## config.mk

```make
export PLATFORM = sky130hd
export DESIGN_NAME = glob_pattern_matcher
export DESIGN_NICKNAME = d
export VERILOG_FILES = /design/src/rtl/gpm_pkg.sv /design/src/rtl/gpm_cell.sv /design/src/rtl/glob_pattern_matcher.sv
export SDC_FILE = /design/constraint.sdc
export NUM_CORES = 1
export LEC_CHECK = 0
export BUFFER_PORTS_ARGS = -buffer_cell sky130_fd_sc_hd__buf_2
export CORE_ASPECT_RATIO = 0.6
export CORE_UTILIZATION = 55
export CTS_BUF_LIST = sky130_fd_sc_hd__clkbuf_8
export DETAILED_ROUTE_END_ITERATION = 16
export PLACE_DENSITY_LB_ADDON = 0.1
export SYNTH_ARGS = -nofsm -noshare
export SYNTH_HDL_FRONTEND = slang
export SYNTH_SLANG_ARGS = --single-unit
```

## constraint.sdc

```tcl
create_clock -name i_clk -period 4.7 [get_ports i_clk]
set_clock_uncertainty 0.2 [all_clocks]
set_input_delay 0.47 -clock i_clk [delete_from_list [all_inputs] [get_ports i_clk]]
set_output_delay 0.47 -clock i_clk [all_outputs]
set_load 0.05 [all_outputs]
```

## src/rtl/gpm_pkg.sv

```systemverilog
// shared types and constants of the glob pattern matcher
// used by gpm_cell and glob_pattern_matcher; no dependencies
package gpm_pkg;

    localparam int unsigned PATTERN_MAX_DEF = 32;

    localparam logic [7:0] CH_LBRACK = 8'h5B;
    localparam logic [7:0] CH_RBRACK = 8'h5D;
    localparam logic [7:0] CH_QUEST  = 8'h3F;
    localparam logic [7:0] CH_STAR   = 8'h2A;

    typedef enum logic [1:0] {
        OP_CLEAR  = 2'd0,
        OP_APPEND = 2'd1,
        OP_NAME   = 2'd2,
        OP_END    = 2'd3
    } t_op;

    typedef enum logic [1:0] {
        EK_LIT  = 2'd0,
        EK_ANY  = 2'd1,
        EK_STAR = 2'd2,
        EK_SET  = 2'd3
    } t_ek;

    // broadcast to every cell
    typedef struct packed {
        logic       take;
        t_op        op;
        logic [7:0] char_byte;
        logic       put;
        t_ek        put_kind;
        logic       put_flag;
        logic       close_flag;
    } t_cell_ctl;

    // where a cell sits relative to the stored pattern
    typedef struct packed {
        logic first;
        logic valid;
        logic at_len;
        logic at_last;
    } t_cell_pos;

    // handed from one cell to the next
    typedef struct packed {
        logic star_pass;
        logic set_arm;
        logic set_hit;
        logic adv;
    } t_link;

endpackage

```

## src/rtl/gpm_cell.sv

```systemverilog
// one pattern position: stored element plus its live flag
// depends on gpm_pkg
module gpm_cell (
    input  logic              i_clk,
    input  logic              i_rst_n,
    input  gpm_pkg::t_cell_ctl i_ctl,
    input  gpm_pkg::t_cell_pos i_pos,
    input  gpm_pkg::t_link     i_link,
    output gpm_pkg::t_link     o_link,
    output logic              o_live
);
    import gpm_pkg::*;

    t_ek        r_kind;
    logic       r_flag;
    logic [7:0] r_char;
    logic       r_act;
    logic       n_act;

    logic is_lit, is_any, is_star, is_set;
    logic live, char_eq, armed, hit, fire;

    always_ff @(posedge i_clk) begin
        if (i_ctl.put && i_pos.at_len) begin
            r_kind <= i_ctl.put_kind;
            r_flag <= i_ctl.put_flag;
            r_char <= i_ctl.char_byte;
        end else if (i_ctl.close_flag && i_pos.at_last) begin
            r_flag <= 1'b1;
        end
    end

    always_comb begin
        is_lit  = i_pos.valid && (r_kind == EK_LIT);
        is_any  = i_pos.valid && (r_kind == EK_ANY);
        is_star = i_pos.valid && (r_kind == EK_STAR);
        is_set  = i_pos.valid && (r_kind == EK_SET);
        live    = r_act | i_link.star_pass;
        char_eq = (r_char == i_ctl.char_byte);
        armed   = i_link.set_arm | live;
        hit     = i_link.set_hit | char_eq;
        fire    = is_set && r_flag && armed && hit;

        o_live           = live;
        o_link.star_pass = is_star && live;
        o_link.set_arm   = is_set && !r_flag && armed;
        o_link.set_hit   = is_set && !r_flag && hit;
        o_link.adv       = (is_lit && live && char_eq) || (is_any && !r_flag && live) || fire;
    end

    always_comb begin
        n_act = r_act;
        unique case (i_ctl.op)
            OP_CLEAR, OP_END: n_act = i_pos.first;
            OP_NAME:          n_act = i_link.adv | (is_star && live);
            OP_APPEND:        n_act = r_act;
            default:          n_act = r_act;
        endcase
    end

    always_ff @(posedge i_clk) begin
        if (!i_rst_n) begin
            r_act <= i_pos.first;
        end else if (i_ctl.take) begin
            r_act <= n_act;
        end
    end

endmodule

```

## src/rtl/glob_pattern_matcher.sv

```systemverilog
// Glob matcher: one beat per clock of any kind (clear, pattern byte, name byte, end of
// name), with no reset sweep. An end-of-name beat gives its result in the output
// register on the next cycle; while a result waits, a new beat is taken only in a cycle
// in which that result is taken too. The
// clock period is set by the ripple through the row of PATTERN_MAX cells: live flags
// carried across runs of stars and match state carried across the members of a set,
// both of which run like an adder carry chain.
// depends on gpm_pkg and gpm_cell
module glob_pattern_matcher #(
    parameter int unsigned PATTERN_MAX = gpm_pkg::PATTERN_MAX_DEF
) (
    input  logic       i_clk,
    input  logic       i_rst_n,
    input  logic       i_in_valid,
    output logic       o_in_ready,
    input  logic [1:0] i_kind,
    input  logic [7:0] i_char_byte,
    output logic       o_out_valid,
    input  logic       i_out_ready,
    output logic       o_matched,
    output logic       o_overflow
);
    import gpm_pkg::*;

    localparam int unsigned LEN_W = $clog2(PATTERN_MAX + 1);

    logic [LEN_W-1:0] r_len, n_len;
    logic [LEN_W-1:0] r_set_start, n_set_start;
    logic             r_inside, n_inside;
    logic             r_ovf, n_ovf;
    logic             r_act_end, n_act_end;
    logic             r_out_valid, r_matched, r_out_ovf;

    t_op       op;
    logic      accept;
    logic      want_put, room, close_set;
    t_ek       put_kind;
    logic      put_flag;
    t_cell_ctl ctl;

    t_link              link [0:PATTERN_MAX];
    logic [PATTERN_MAX:0] live;
    logic [LEN_W-1:0]   fin_idx;

    assign o_in_ready  = !r_out_valid || i_out_ready;
    assign accept      = i_in_valid && o_in_ready;
    assign op          = t_op'(i_kind);
    assign o_out_valid = r_out_valid;
    assign o_matched   = r_matched;
    assign o_overflow  = r_out_ovf;

    // pattern byte decode
    always_comb begin
        want_put    = 1'b0;
        put_kind    = EK_LIT;
        put_flag    = 1'b0;
        close_set   = 1'b0;
        n_inside    = r_inside;
        n_set_start = r_set_start;
        if (r_inside) begin
            if (i_char_byte == CH_RBRACK) begin
                n_inside = 1'b0;
                if (r_len > r_set_start) begin
                    close_set = 1'b1;
                end else begin
                    want_put = 1'b1;
                    put_kind = EK_ANY;
                    put_flag = 1'b1;
                end
            end else begin
                want_put = 1'b1;
                put_kind = EK_SET;
            end
        end else begin
            case (i_char_byte)
                CH_LBRACK: begin
                    n_inside    = 1'b1;
                    n_set_start = r_len;
                end
                CH_STAR: begin
                    want_put = 1'b1;
                    put_kind = EK_STAR;
                end
                CH_QUEST: begin
                    want_put = 1'b1;
                    put_kind = EK_ANY;
                end
                default: begin
                    want_put = 1'b1;
                    put_kind = EK_LIT;
                end
            endcase
        end
    end

    assign room = (r_len < LEN_W'(PATTERN_MAX));

    always_comb begin
        ctl.take       = accept;
        ctl.op         = op;
        ctl.char_byte  = i_char_byte;
        ctl.put        = accept && (op == OP_APPEND) && want_put && room;
        ctl.put_kind   = put_kind;
        ctl.put_flag   = put_flag;
        ctl.close_flag = accept && (op == OP_APPEND) && close_set;
    end

    always_comb begin
        n_len     = r_len;
        n_ovf     = r_ovf;
        n_act_end = r_act_end;
        unique case (op)
            OP_CLEAR: begin
                n_len     = '0;
                n_ovf     = 1'b0;
                n_act_end = 1'b0;
            end
            OP_APPEND: begin
                n_len = r_len + LEN_W'(ctl.put);
                n_ovf = r_ovf | (want_put && !room);
            end
            OP_NAME: n_act_end = link[PATTERN_MAX].adv;
            OP_END:  n_act_end = 1'b0;
            default: n_act_end = r_act_end;
        endcase
    end

    assign link[0] = '0;

    for (genvar g = 0; g < PATTERN_MAX; g++) begin : g_cell
        t_cell_pos pos;
        always_comb begin
            pos.first   = (g == 0);
            pos.valid   = (r_len > LEN_W'(g));
            pos.at_len  = (r_len == LEN_W'(g));
            pos.at_last = (r_len == LEN_W'(g + 1));
        end

        gpm_cell u_cell (
            .i_clk   (i_clk),
            .i_rst_n (i_rst_n),
            .i_ctl   (ctl),
            .i_pos   (pos),
            .i_link  (link[g]),
            .o_link  (link[g+1]),
            .o_live  (live[g])
        );
    end

    assign live[PATTERN_MAX] = r_act_end | link[PATTERN_MAX].star_pass;

    // an open set does not take part; the name must reach the position of its bracket
    assign fin_idx = r_inside ? r_set_start : r_len;

    always_ff @(posedge i_clk) begin
        if (!i_rst_n) begin
            r_len       <= '0;
            r_set_start <= '0;
            r_inside    <= 1'b0;
            r_ovf       <= 1'b0;
            r_act_end   <= 1'b0;
        end else if (accept) begin
            r_len     <= n_len;
            r_ovf     <= n_ovf;
            r_act_end <= n_act_end;
            if (op == OP_CLEAR) begin
                r_inside <= 1'b0;
            end else if (op == OP_APPEND) begin
                r_inside    <= n_inside;
                r_set_start <= n_set_start;
            end
        end
    end

    always_ff @(posedge i_clk) begin
        if (!i_rst_n) begin
            r_out_valid <= 1'b0;
        end else if (accept && (op == OP_END)) begin
            r_out_valid <= 1'b1;
        end else if (i_out_ready) begin
            r_out_valid <= 1'b0;
        end
    end

    always_ff @(posedge i_clk) begin
        if (accept && (op == OP_END)) begin
            r_matched <= live[fin_idx];
            r_out_ovf <= r_ovf;
        end
    end

    a_len_bound: assert property (@(posedge i_clk) disable iff (!i_rst_n)
        r_len <= LEN_W'(PATTERN_MAX))
        else $error("pattern length past store depth");

    a_set_start: assert property (@(posedge i_clk) disable iff (!i_rst_n)
        r_inside |-> (r_set_start <= r_len))
        else $error("open set starts beyond pattern end");

    a_clear: assert property (@(posedge i_clk) disable iff (!i_rst_n)
        (accept && (op == OP_CLEAR)) |=> (r_len == '0 && !r_inside && !r_ovf && !r_act_end))
        else $error("clear did not empty the pattern");

    a_result: assert property (@(posedge i_clk) disable iff (!i_rst_n)
        (accept && (op == OP_END)) |=> (o_out_valid && !r_act_end))
        else $error("end of name gave no result");

endmodule
```

==> results of run 1 <==
[placed cells by master (no fill, tap or decap), types with 42 or more instances in the layout]
master,n
xnor2_1,73
nand2_1,189
nor4_1,57
nor2_1,149
buf_4,139
o21ai_0,64
clkbuf_8,61
a21oi_1,91
nor3_1,42
xor2_1,184
nand3_1,44
dfxtp_1,48
inv_1,66
edfxtp_1,354
[metrics by stage]
step	cell area, sq um	setup WS [ns]	instances
after global routing	23800	0.179	2615
after detailed placement	22700	0.458	2503
after CTS	23800	0.455	2615
after floorplan	21200	0.345	1914
after global placement	22700	0.510	2503
final	23800	0.306	2617
[worst max-delay path by stage]
stage	endpoint	cells past startpoint	startpoint
5_1_grt	g_cell[30].u_cell.r_act	14	r_len[5]
3_3_place_gp	g_cell[23].u_cell.r_char[1]	17	r_len[1]
2_1_floorplan	g_cell[6].u_cell.r_flag	15	r_len[0]
6_report	r_act_end	13	r_len[5]
4_1_cts	g_cell[30].u_cell.r_act	14	r_len[5]
3_5_place_dp	r_act_end	14	i_char_byte[2]
[cells in the mapped netlist, types with 19 or more instances]
| cell | count | area share (%) |
|---|---|---|
| and2_1 | 21 | 0.62 |
| o22ai_1 | 34 | 1.0 |
| nand2_1 | 189 | 3.3 |
| inv_1 | 48 | 0.85 |
| nand2b_1 | 19 | 0.56 |
| a21oi_1 | 91 | 2.1 |
| nor2_1 | 149 | 2.6 |
| xnor2_1 | 73 | 3.0 |
| buf_2 | 28 | 0.66 |
| nor4_1 | 58 | 1.7 |
| edfxtp_1 | 354 | 50 |
| dfxtp_1 | 48 | 4.5 |
| nand3_1 | 44 | 1.0 |
| o211ai_1 | 19 | 0.67 |
| o21ai_0 | 64 | 1.5 |
| mux2i_1 | 20 | 0.94 |
| a211oi_1 | 21 | 0.74 |
| nand4_1 | 33 | 0.97 |
| nor3_1 | 42 | 0.99 |
| xor2_1 | 184 | 7.6 |
| clkbuf_1 | 25 | 0.44 |
[registers in the layout, indices dropped and copies added (netlist names)]
name / cells
g_cell.u_cell.r_char: 256
g_cell.u_cell.r_kind: 64
g_cell.u_cell.r_act: 32
g_cell.u_cell.r_flag: 32
r_len: 6
r_set_start: 6
o_matched: 1
o_out_valid: 1
o_overflow: 1
r_act_end: 1
r_inside: 1
r_ovf: 1
[report_power, final]
group,internal (mW),switching [mW]
Sequential,3.87,0.00330
Clock,1.33,1.43
Combinational,0.104,0.216
[timing repair]
action                                 CTS  global route
setup buffers                            0             0
endpoints found under the hold margin    6             0
hold buffers                             3             0
[cell type report]
| cell class | count | area (sq um) |
|---|---|---|
| repair buffers | 157 | 1240 |
| flip-flops and latches | 402 | 11600 |
| inverters | 50 | 188 |
| clock buffers | 61 | 840 |
| well taps | 513 | 642 |
| fillers | 3107 | 14000 |
| multi-input cells | 1384 | 9050 |
| clock inverters | 48 | 280 |
| diodes | 2 | 5.00 |
[cell families after synthesis]
kind of cell	count (synthesis)	share of synthesized area [%]
AOI/OAI and AO/OA	431	14.3
muxes	30	1.58
adders and majority gates	12	0.707
DFF	402	54.6
xor gates and xnor gates	257	10.6
buffers and inverters	128	2.78
and+or+nand+nor	654	15.4
[metal layers]
layer	vias to the layer above	global-route usage [%]	routed length, um
met2	1018	41.8	24300
met1	8093	54.0	31100
met5	-	0	0
li1	7489	-	-
met3	110	12.4	9860
met4	0	7.64	1250
==> impl_table.tex, run 1 <==
\begin{tabular}{lr}
\hline
Metric & Value \\
\hline
\multicolumn{2}{l}{\textbf{Yosys}} \\
Number of cells produced by synthesis & 1,914 \\
Proportion of register bits with asynchronous set or reset after synthesis & 0\% \\
Sequential fraction of the synthesis area & 54.6\% \\
Avg Inst Size Synth & 11.1 sq um \\
Post-synthesis cell type count & 100 \\
Number of enable flip-flop cells after synthesis & 354 \\
Register bit count reported by yosys & 402 \\
Primary FF master, synth & edfxtp\_1 \\
Synth Warn \# & 0 \\
Netlist Area Pre-Place & 21,200 sq um \\
Syn nets & 1,940 \\
\multicolumn{2}{l}{\textbf{Clock network}} \\
Buffers from clock root to sink, at most & 3 \\
Total of cells resized after clock tree synthesis & 0 \\
Maximum level of the CTS H-tree & 2 \\
Source-to-sink clock delay at the later pin of the worst-skew pair & 0.66 ns \\
\# clock sinks & 402 \\
Clk root buf & clkbuf\_8 \\
Total CTS buffers & 60 \\
TritonCTS clock tree & built \\
Clock input transition at the sequential cells of the worst setup and hold paths & 0.07 ns \\
\multicolumn{2}{l}{\textbf{Timing}} \\
Setup TNS Final & 0 ns \\
Number of max-slew violations in the final report & 0 \\
Relative max-transition margin & 36.7\% \\
Min Tclk post-route & 4.39 ns \\
Worst slew pin tran & 0.950 ns \\
Unrepaired setup endpoints after global routing & no \\
Final period util & 93.5\% \\
Final-report hold violation count & 0 \\
Count of final setup violators & 0 \\
Max frequency & 0.228 GHz \\
Worst hold margin & 0.0457 ns \\
\multicolumn{2}{l}{\textbf{Power}} \\
Peak supply drop & 334 uV \\
Leak & 8.11 nW \\
PwrDens & 292 nW/um\^{}2 \\
Total Power Consumption & 6.95 mW \\
\multicolumn{2}{l}{\textbf{Setup path}} \\
Capturing element type of the critical path & flop \\
Data required time of the critical path & 5.09 ns \\
Family with the most delay on the worst path & compound AO/OA/AOI/OAI gates \\
Library cell contributing the largest single delay on the critical path & a211oi\_1 \\
Kind of start point of the critical path & flop \\
Worst path buffer plus inverter count & 2 \\
Series of cell instances along the critical path & buf\_4, or3\_1, o21ai\_0, nor4\_1, buf\_4, o211ai\_1, a211oi\_1, a21o\_1, a211oi\_1, o21a\_1, o221a\_2, o31ai\_1, a31o\_1 \\
Path type of the worst setup path & reg -> reg \\
Crit path DAT & 4.79 ns \\
Minimum setup slack among reg-to-reg paths & 0.31 ns \\
Worst flop-to-flop path startpoint & r\_len[5] \\
Biggest cell delay along the critical path & 0.57 ns \\
Largest fanout on the critical path & 13 \\
Critical register-to-register path endpoint & r\_act\_end \\
Number of cells on the worst reg-to-reg path & 13 \\
\multicolumn{2}{l}{\textbf{Floorplanning}} \\
Initial standard-cell utilization of the core & 56.1\% \\
Area of the core & 37,800 sq um \\
Die Footprint & 39,400 sq um \\
Die height & 154 um \\
Number of rows created at floorplan & 55 \\
Width of the die & 256 um \\
Ports & 18 \\
\multicolumn{2}{l}{\textbf{Cells and area}} \\
Core occupancy in the finished layout & 63.0\% \\
Layout overhead on the synthesized area & 12.3\% \\
Share of cells above drive strength 1 & 13.5\% \\
Final layout net count & 2,081 \\
\multicolumn{2}{l}{\textbf{Global route}} \\
Residual overflow from global routing & 0 \\
Overall routing resource usage & 33.7\% \\
Wire length of the first global-routing pass & 98.6 mm \\
Antenna violations before repair & 0 \\
Largest net degree at the start of global routing & 43 \\
Vias in the first global route & 15.2k \\
\multicolumn{2}{l}{\textbf{Route}} \\
Via density per instance & 6.39 \\
Number of design-rule violations left by the first detailed-router iteration & 2,231 \\
Vias post-DR & 16.7k \\
Drt pass-1 iters & 6 \\
Residual DRC count & 0 \\
Antenna-violating nets left & 0 \\
Post-Route WL & 66.6 mm \\
Routed wire length per instance & 25.4 um \\
\multicolumn{2}{l}{\textbf{Flow run}} \\
Max-cap violations & 0 \\
\multicolumn{2}{l}{\textbf{Placement}} \\
Global placer's final weighted congestion & 1.01 \\
Number of buffers inserted by port buffering & 17 \\
DP HPWL & 47.9 mm \\
\multicolumn{2}{l}{\textbf{Min path}} \\
Hold path endpoint & g\_cell[0].u\_cell.r\_char[3] \\
Beginning of the worst hold path & i\_char\_byte[3] \\
Worst hold path cell count & 1 \\
Path category of the worst min-delay check & in -> reg \\
\multicolumn{2}{l}{\textbf{Run status}} \\
Outcome & finished clean \\
\hline
\end{tabular}
No activity file was read; power rests on OpenSTA's default activity.
==> inputs of run 2 (changes only) <==
--- a/config.mk
+++ b/config.mk
@@ -7,10 +7,11 @@
 export LEC_CHECK = 0
 export BUFFER_PORTS_ARGS = -buffer_cell sky130_fd_sc_hd__buf_2
 export CORE_ASPECT_RATIO = 0.6
-export CORE_UTILIZATION = 55
+export CORE_UTILIZATION = 50
 export CTS_BUF_LIST = sky130_fd_sc_hd__clkbuf_8
 export DETAILED_ROUTE_END_ITERATION = 16
 export PLACE_DENSITY_LB_ADDON = 0.1
 export SYNTH_ARGS = -nofsm -noshare
 export SYNTH_HDL_FRONTEND = slang
+export SYNTH_HIERARCHICAL = 1
 export SYNTH_SLANG_ARGS = --single-unit
==> run 2 against run 1 <==
The run now ends with setup timing left. Die area grew 12%. Non-clock buffer count grew 236. Worst setup slack lost 6.0 ns. Combinational power grew 94%. Count of clock-buffer cells in the layout is the same. Synthesized cell count shrank 4.6%. Power grew 7.5%. Highest routed layer is now met5.
==> impl_table.tex, run 2 <==
\begin{tabular}{lr}
\hline
Metric & Value \\
\hline
\multicolumn{2}{l}{\textbf{Run status}} \\
Outcome & complete, but fails checks (was finished clean) \\
Failing checks & setup timing \\
\multicolumn{2}{l}{\textbf{Placement}} \\
Global placer's final weighted congestion & 0.956 (was 1.01) \\
DP HPWL & 39.5 mm (was 47.9 mm) \\
DP Area & 25,000 sq um (was 22,700 sq um) \\
Place WS & -6.25 ns (was 0.458 ns) \\
Number of buffers inserted by port buffering & 17 (unchanged) \\
\multicolumn{2}{l}{\textbf{Route}} \\
Amount of wire on met3 after detailed routing & 3.66 mm (was 9.86 mm) \\
Post-Route WL & 57.0 mm (was 66.6 mm) \\
Vias post-DR & 15.7k (was 16.7k) \\
Antenna-violating nets left & 0 (unchanged) \\
Routed wire length per instance & 19.5 um (was 25.4 um) \\
Via density per instance & 5.39 (was 6.39) \\
Number of design-rule violations left by the first detailed-router iteration & 1,265 (was 2,231) \\
Total met2 wirelength after detailed routing & 23.5 mm (was 24.3 mm) \\
Drt pass-1 iters & 5 (was 6) \\
Residual DRC count & 0 (unchanged) \\
Highest metal layer used by the detailed router & met5 (was met4) \\
Metal1 wirelength & 28.8 mm (was 31.1 mm) \\
\multicolumn{2}{l}{\textbf{Clock network}} \\
\# clock sinks & 402 (unchanged) \\
Maximum level of the CTS H-tree & 2 (unchanged) \\
Total CTS buffers & 60 (unchanged) \\
Clock input transition at the sequential cells of the worst setup and hold paths & 0.07 ns (about the same) \\
Source-to-sink clock delay at the later pin of the worst-skew pair & 0.64 ns (was 0.66 ns) \\
Buffers from clock root to sink, at most & 3 (unchanged) \\
Clk root buf & clkbuf\_8 (unchanged) \\
TritonCTS clock tree & built (unchanged) \\
\multicolumn{2}{l}{\textbf{Flow run}} \\
Max-cap violations & 0 (unchanged) \\
\multicolumn{2}{l}{\textbf{Setup path}} \\
Data required time of the critical path & 4.88 ns (was 5.09 ns) \\
Worst path buffer plus inverter count & 2 (unchanged) \\
Cell type with the highest occurrence count on the critical path & nor3\_2 \\
Capturing element type of the critical path & flop (unchanged) \\
Biggest cell delay along the critical path & 0.36 ns (was 0.57 ns) \\
Largest fanout on the critical path & 3 (was 13) \\
Kind of start point of the critical path & flop (unchanged) \\
Library cell contributing the largest single delay on the critical path & dfxtp\_4 (was a211oi\_1) \\
Crit path DAT & 10.53 ns (was 4.79 ns) \\
Family with the most delay on the worst path & simple AND/OR/NAND/NOR gates (was compound AO/OA/AOI/OAI gates) \\
Path type of the worst setup path & reg -> reg (unchanged) \\
\multicolumn{2}{l}{\textbf{Floorplanning}} \\
Die height & 163 um (was 154 um) \\
Number of rows created at floorplan & 58 (was 55) \\
Die Footprint & 44,000 sq um (was 39,400 sq um) \\
Width of the die & 270 um (was 256 um) \\
Initial standard-cell utilization of the core & 51.1\% (was 56.1\%) \\
Area of the core & 42,200 sq um (was 37,800 sq um) \\
Ports & 18 (unchanged) \\
\multicolumn{2}{l}{\textbf{Global route}} \\
Overall routing resource usage & 26.2\% (was 33.7\%) \\
Vias in the first global route & 15.4k (was 15.2k) \\
Wire length of the first global-routing pass & 88.5 mm (was 98.6 mm) \\
Residual overflow from global routing & 0 (unchanged) \\
Antenna violations before repair & 4 (was 0) \\
Largest net degree at the start of global routing & 66 (was 43) \\
\multicolumn{2}{l}{\textbf{Cells and area}} \\
Most frequent cells in the layout & 386 x edfxtp\_1, 377 x buf\_4, 256 x xnor2\_1 (was 354 x edfxtp\_1, 189 x nand2\_1, 184 x xor2\_1) \\
Layout overhead on the synthesized area & 24.3\% (was 12.3\%) \\
Leading cell type in the layout, fill and taps excluded & edfxtp\_1 (unchanged) \\
Number of flip-flops under the largest register name & 256 (unchanged) \\
Final layout net count & 2,321 (was 2,081) \\
Finished layout cell area & 26,800 sq um (was 23,800 sq um) \\
Largest reg by FF count & g\_cell.u\_cell/r\_char (was g\_cell.u\_cell.r\_char) \\
Registers with the most flip-flops & g\_cell.u\_cell/r\_char x256, g\_cell.u\_cell/r\_kind x64 (was g\_cell.u\_cell.r\_char x256, g\_cell.u\_cell.r\_kind x64) \\
Core occupancy in the finished layout & 63.5\% (was 63.0\%) \\
Share of cells above drive strength 1 & 30.1\% (was 13.5\%) \\
\multicolumn{2}{l}{\textbf{Power}} \\
Peak supply drop & 262 uV (was 334 uV) \\
Leak & 9.82 nW (was 8.11 nW) \\
PwrDens & 279 nW/um\^{}2 (was 292 nW/um\^{}2) \\
\multicolumn{2}{l}{\textbf{Timing}} \\
Worst slew pin tran & 0.920 ns (was 0.950 ns) \\
Count of final setup violators & 24 (was 0) \\
Number of max-slew violations in the final report & 0 (unchanged) \\
Unrepaired setup endpoints after global routing & yes (was no) \\
Final-report hold violation count & 0 (unchanged) \\
Max frequency & 0.0967 GHz (was 0.228 GHz) \\
Smallest setup slack after layout & -5.65 ns (was 0.306 ns) \\
Setup TNS Final & -73.56 ns (was 0 ns) \\
Worst hold margin & 0.152 ns (was 0.0457 ns) \\
Final period util & 220\% (was 93.5\%) \\
Min Tclk post-route & 10.35 ns (was 4.39 ns) \\
Relative max-transition margin & 38.5\% (was 36.7\%) \\
\multicolumn{2}{l}{\textbf{Yosys}} \\
Number of cells produced by synthesis & 1,825 (was 1,914) \\
Synth Warn \# & 6 (was 0) \\
Avg Inst Size Synth & 11.8 sq um (was 11.1 sq um) \\
Netlist Area Pre-Place & 21,600 sq um (was 21,200 sq um) \\
\multicolumn{2}{l}{\textbf{Min path}} \\
Path category of the worst min-delay check & in -> reg (unchanged) \\
\hline
\end{tabular}
## run 2: through the flow
stage	total power [mW]	cells
6_report	7.48	2917
5_1_grt	7.76	2915
4_1_cts	7.57	2938
3_5_place_dp	4.63	2757
3_3_place_gp	4.62	2757
2_1_floorplan	4.32	1861
## run 2: final timing paths
check                       from                         end  slack, ns  cells past startpoint
hold reg to reg            r_ovf                  o_overflow       0.25                      0
setup reg to reg        r_len[3]     g_cell[31].u_cell/r_act      -5.65                     71
setup / recovery        r_len[3]     g_cell[31].u_cell/r_act      -5.65                     71
hold / removal    i_char_byte[2]  g_cell[3].u_cell/r_char[2]       0.15                      2
## run 2: final cells by class
type                       count  area [sq um]
tap                          570           713
inverter                      82           310
multi-input combinational   1357          9690
clock inverter                50           347
timing repair buffer         393          2960
antenna                        2          5.00
fill                        3412         15400
sequential                   402         11900
clock buffer                  61           840
## run 2: timing repair
action                                 CTS  global route
pin swaps                               42            46
buffers inserted                        66            13
hold buffers                             4             0
setup endpoints to repair               25            25
resized for setup                       17            32
endpoints found under the hold margin    5             0
## run 2: power breakdown
group	internal (mW)	switching [mW]	leakage [nW]
Combinational	0.261	0.363	5.43
Clock	1.48	1.40	0.658
Sequential	3.94	0.0264	3.74
Total	5.69	1.79	9.82
## run 2: routing by layer
metal	track usage, %	vias up
met5	0	-
met4	5.99	2
met3	5.20	71
met2	37.8	389
met1	40.3	7665
li1	-	7598
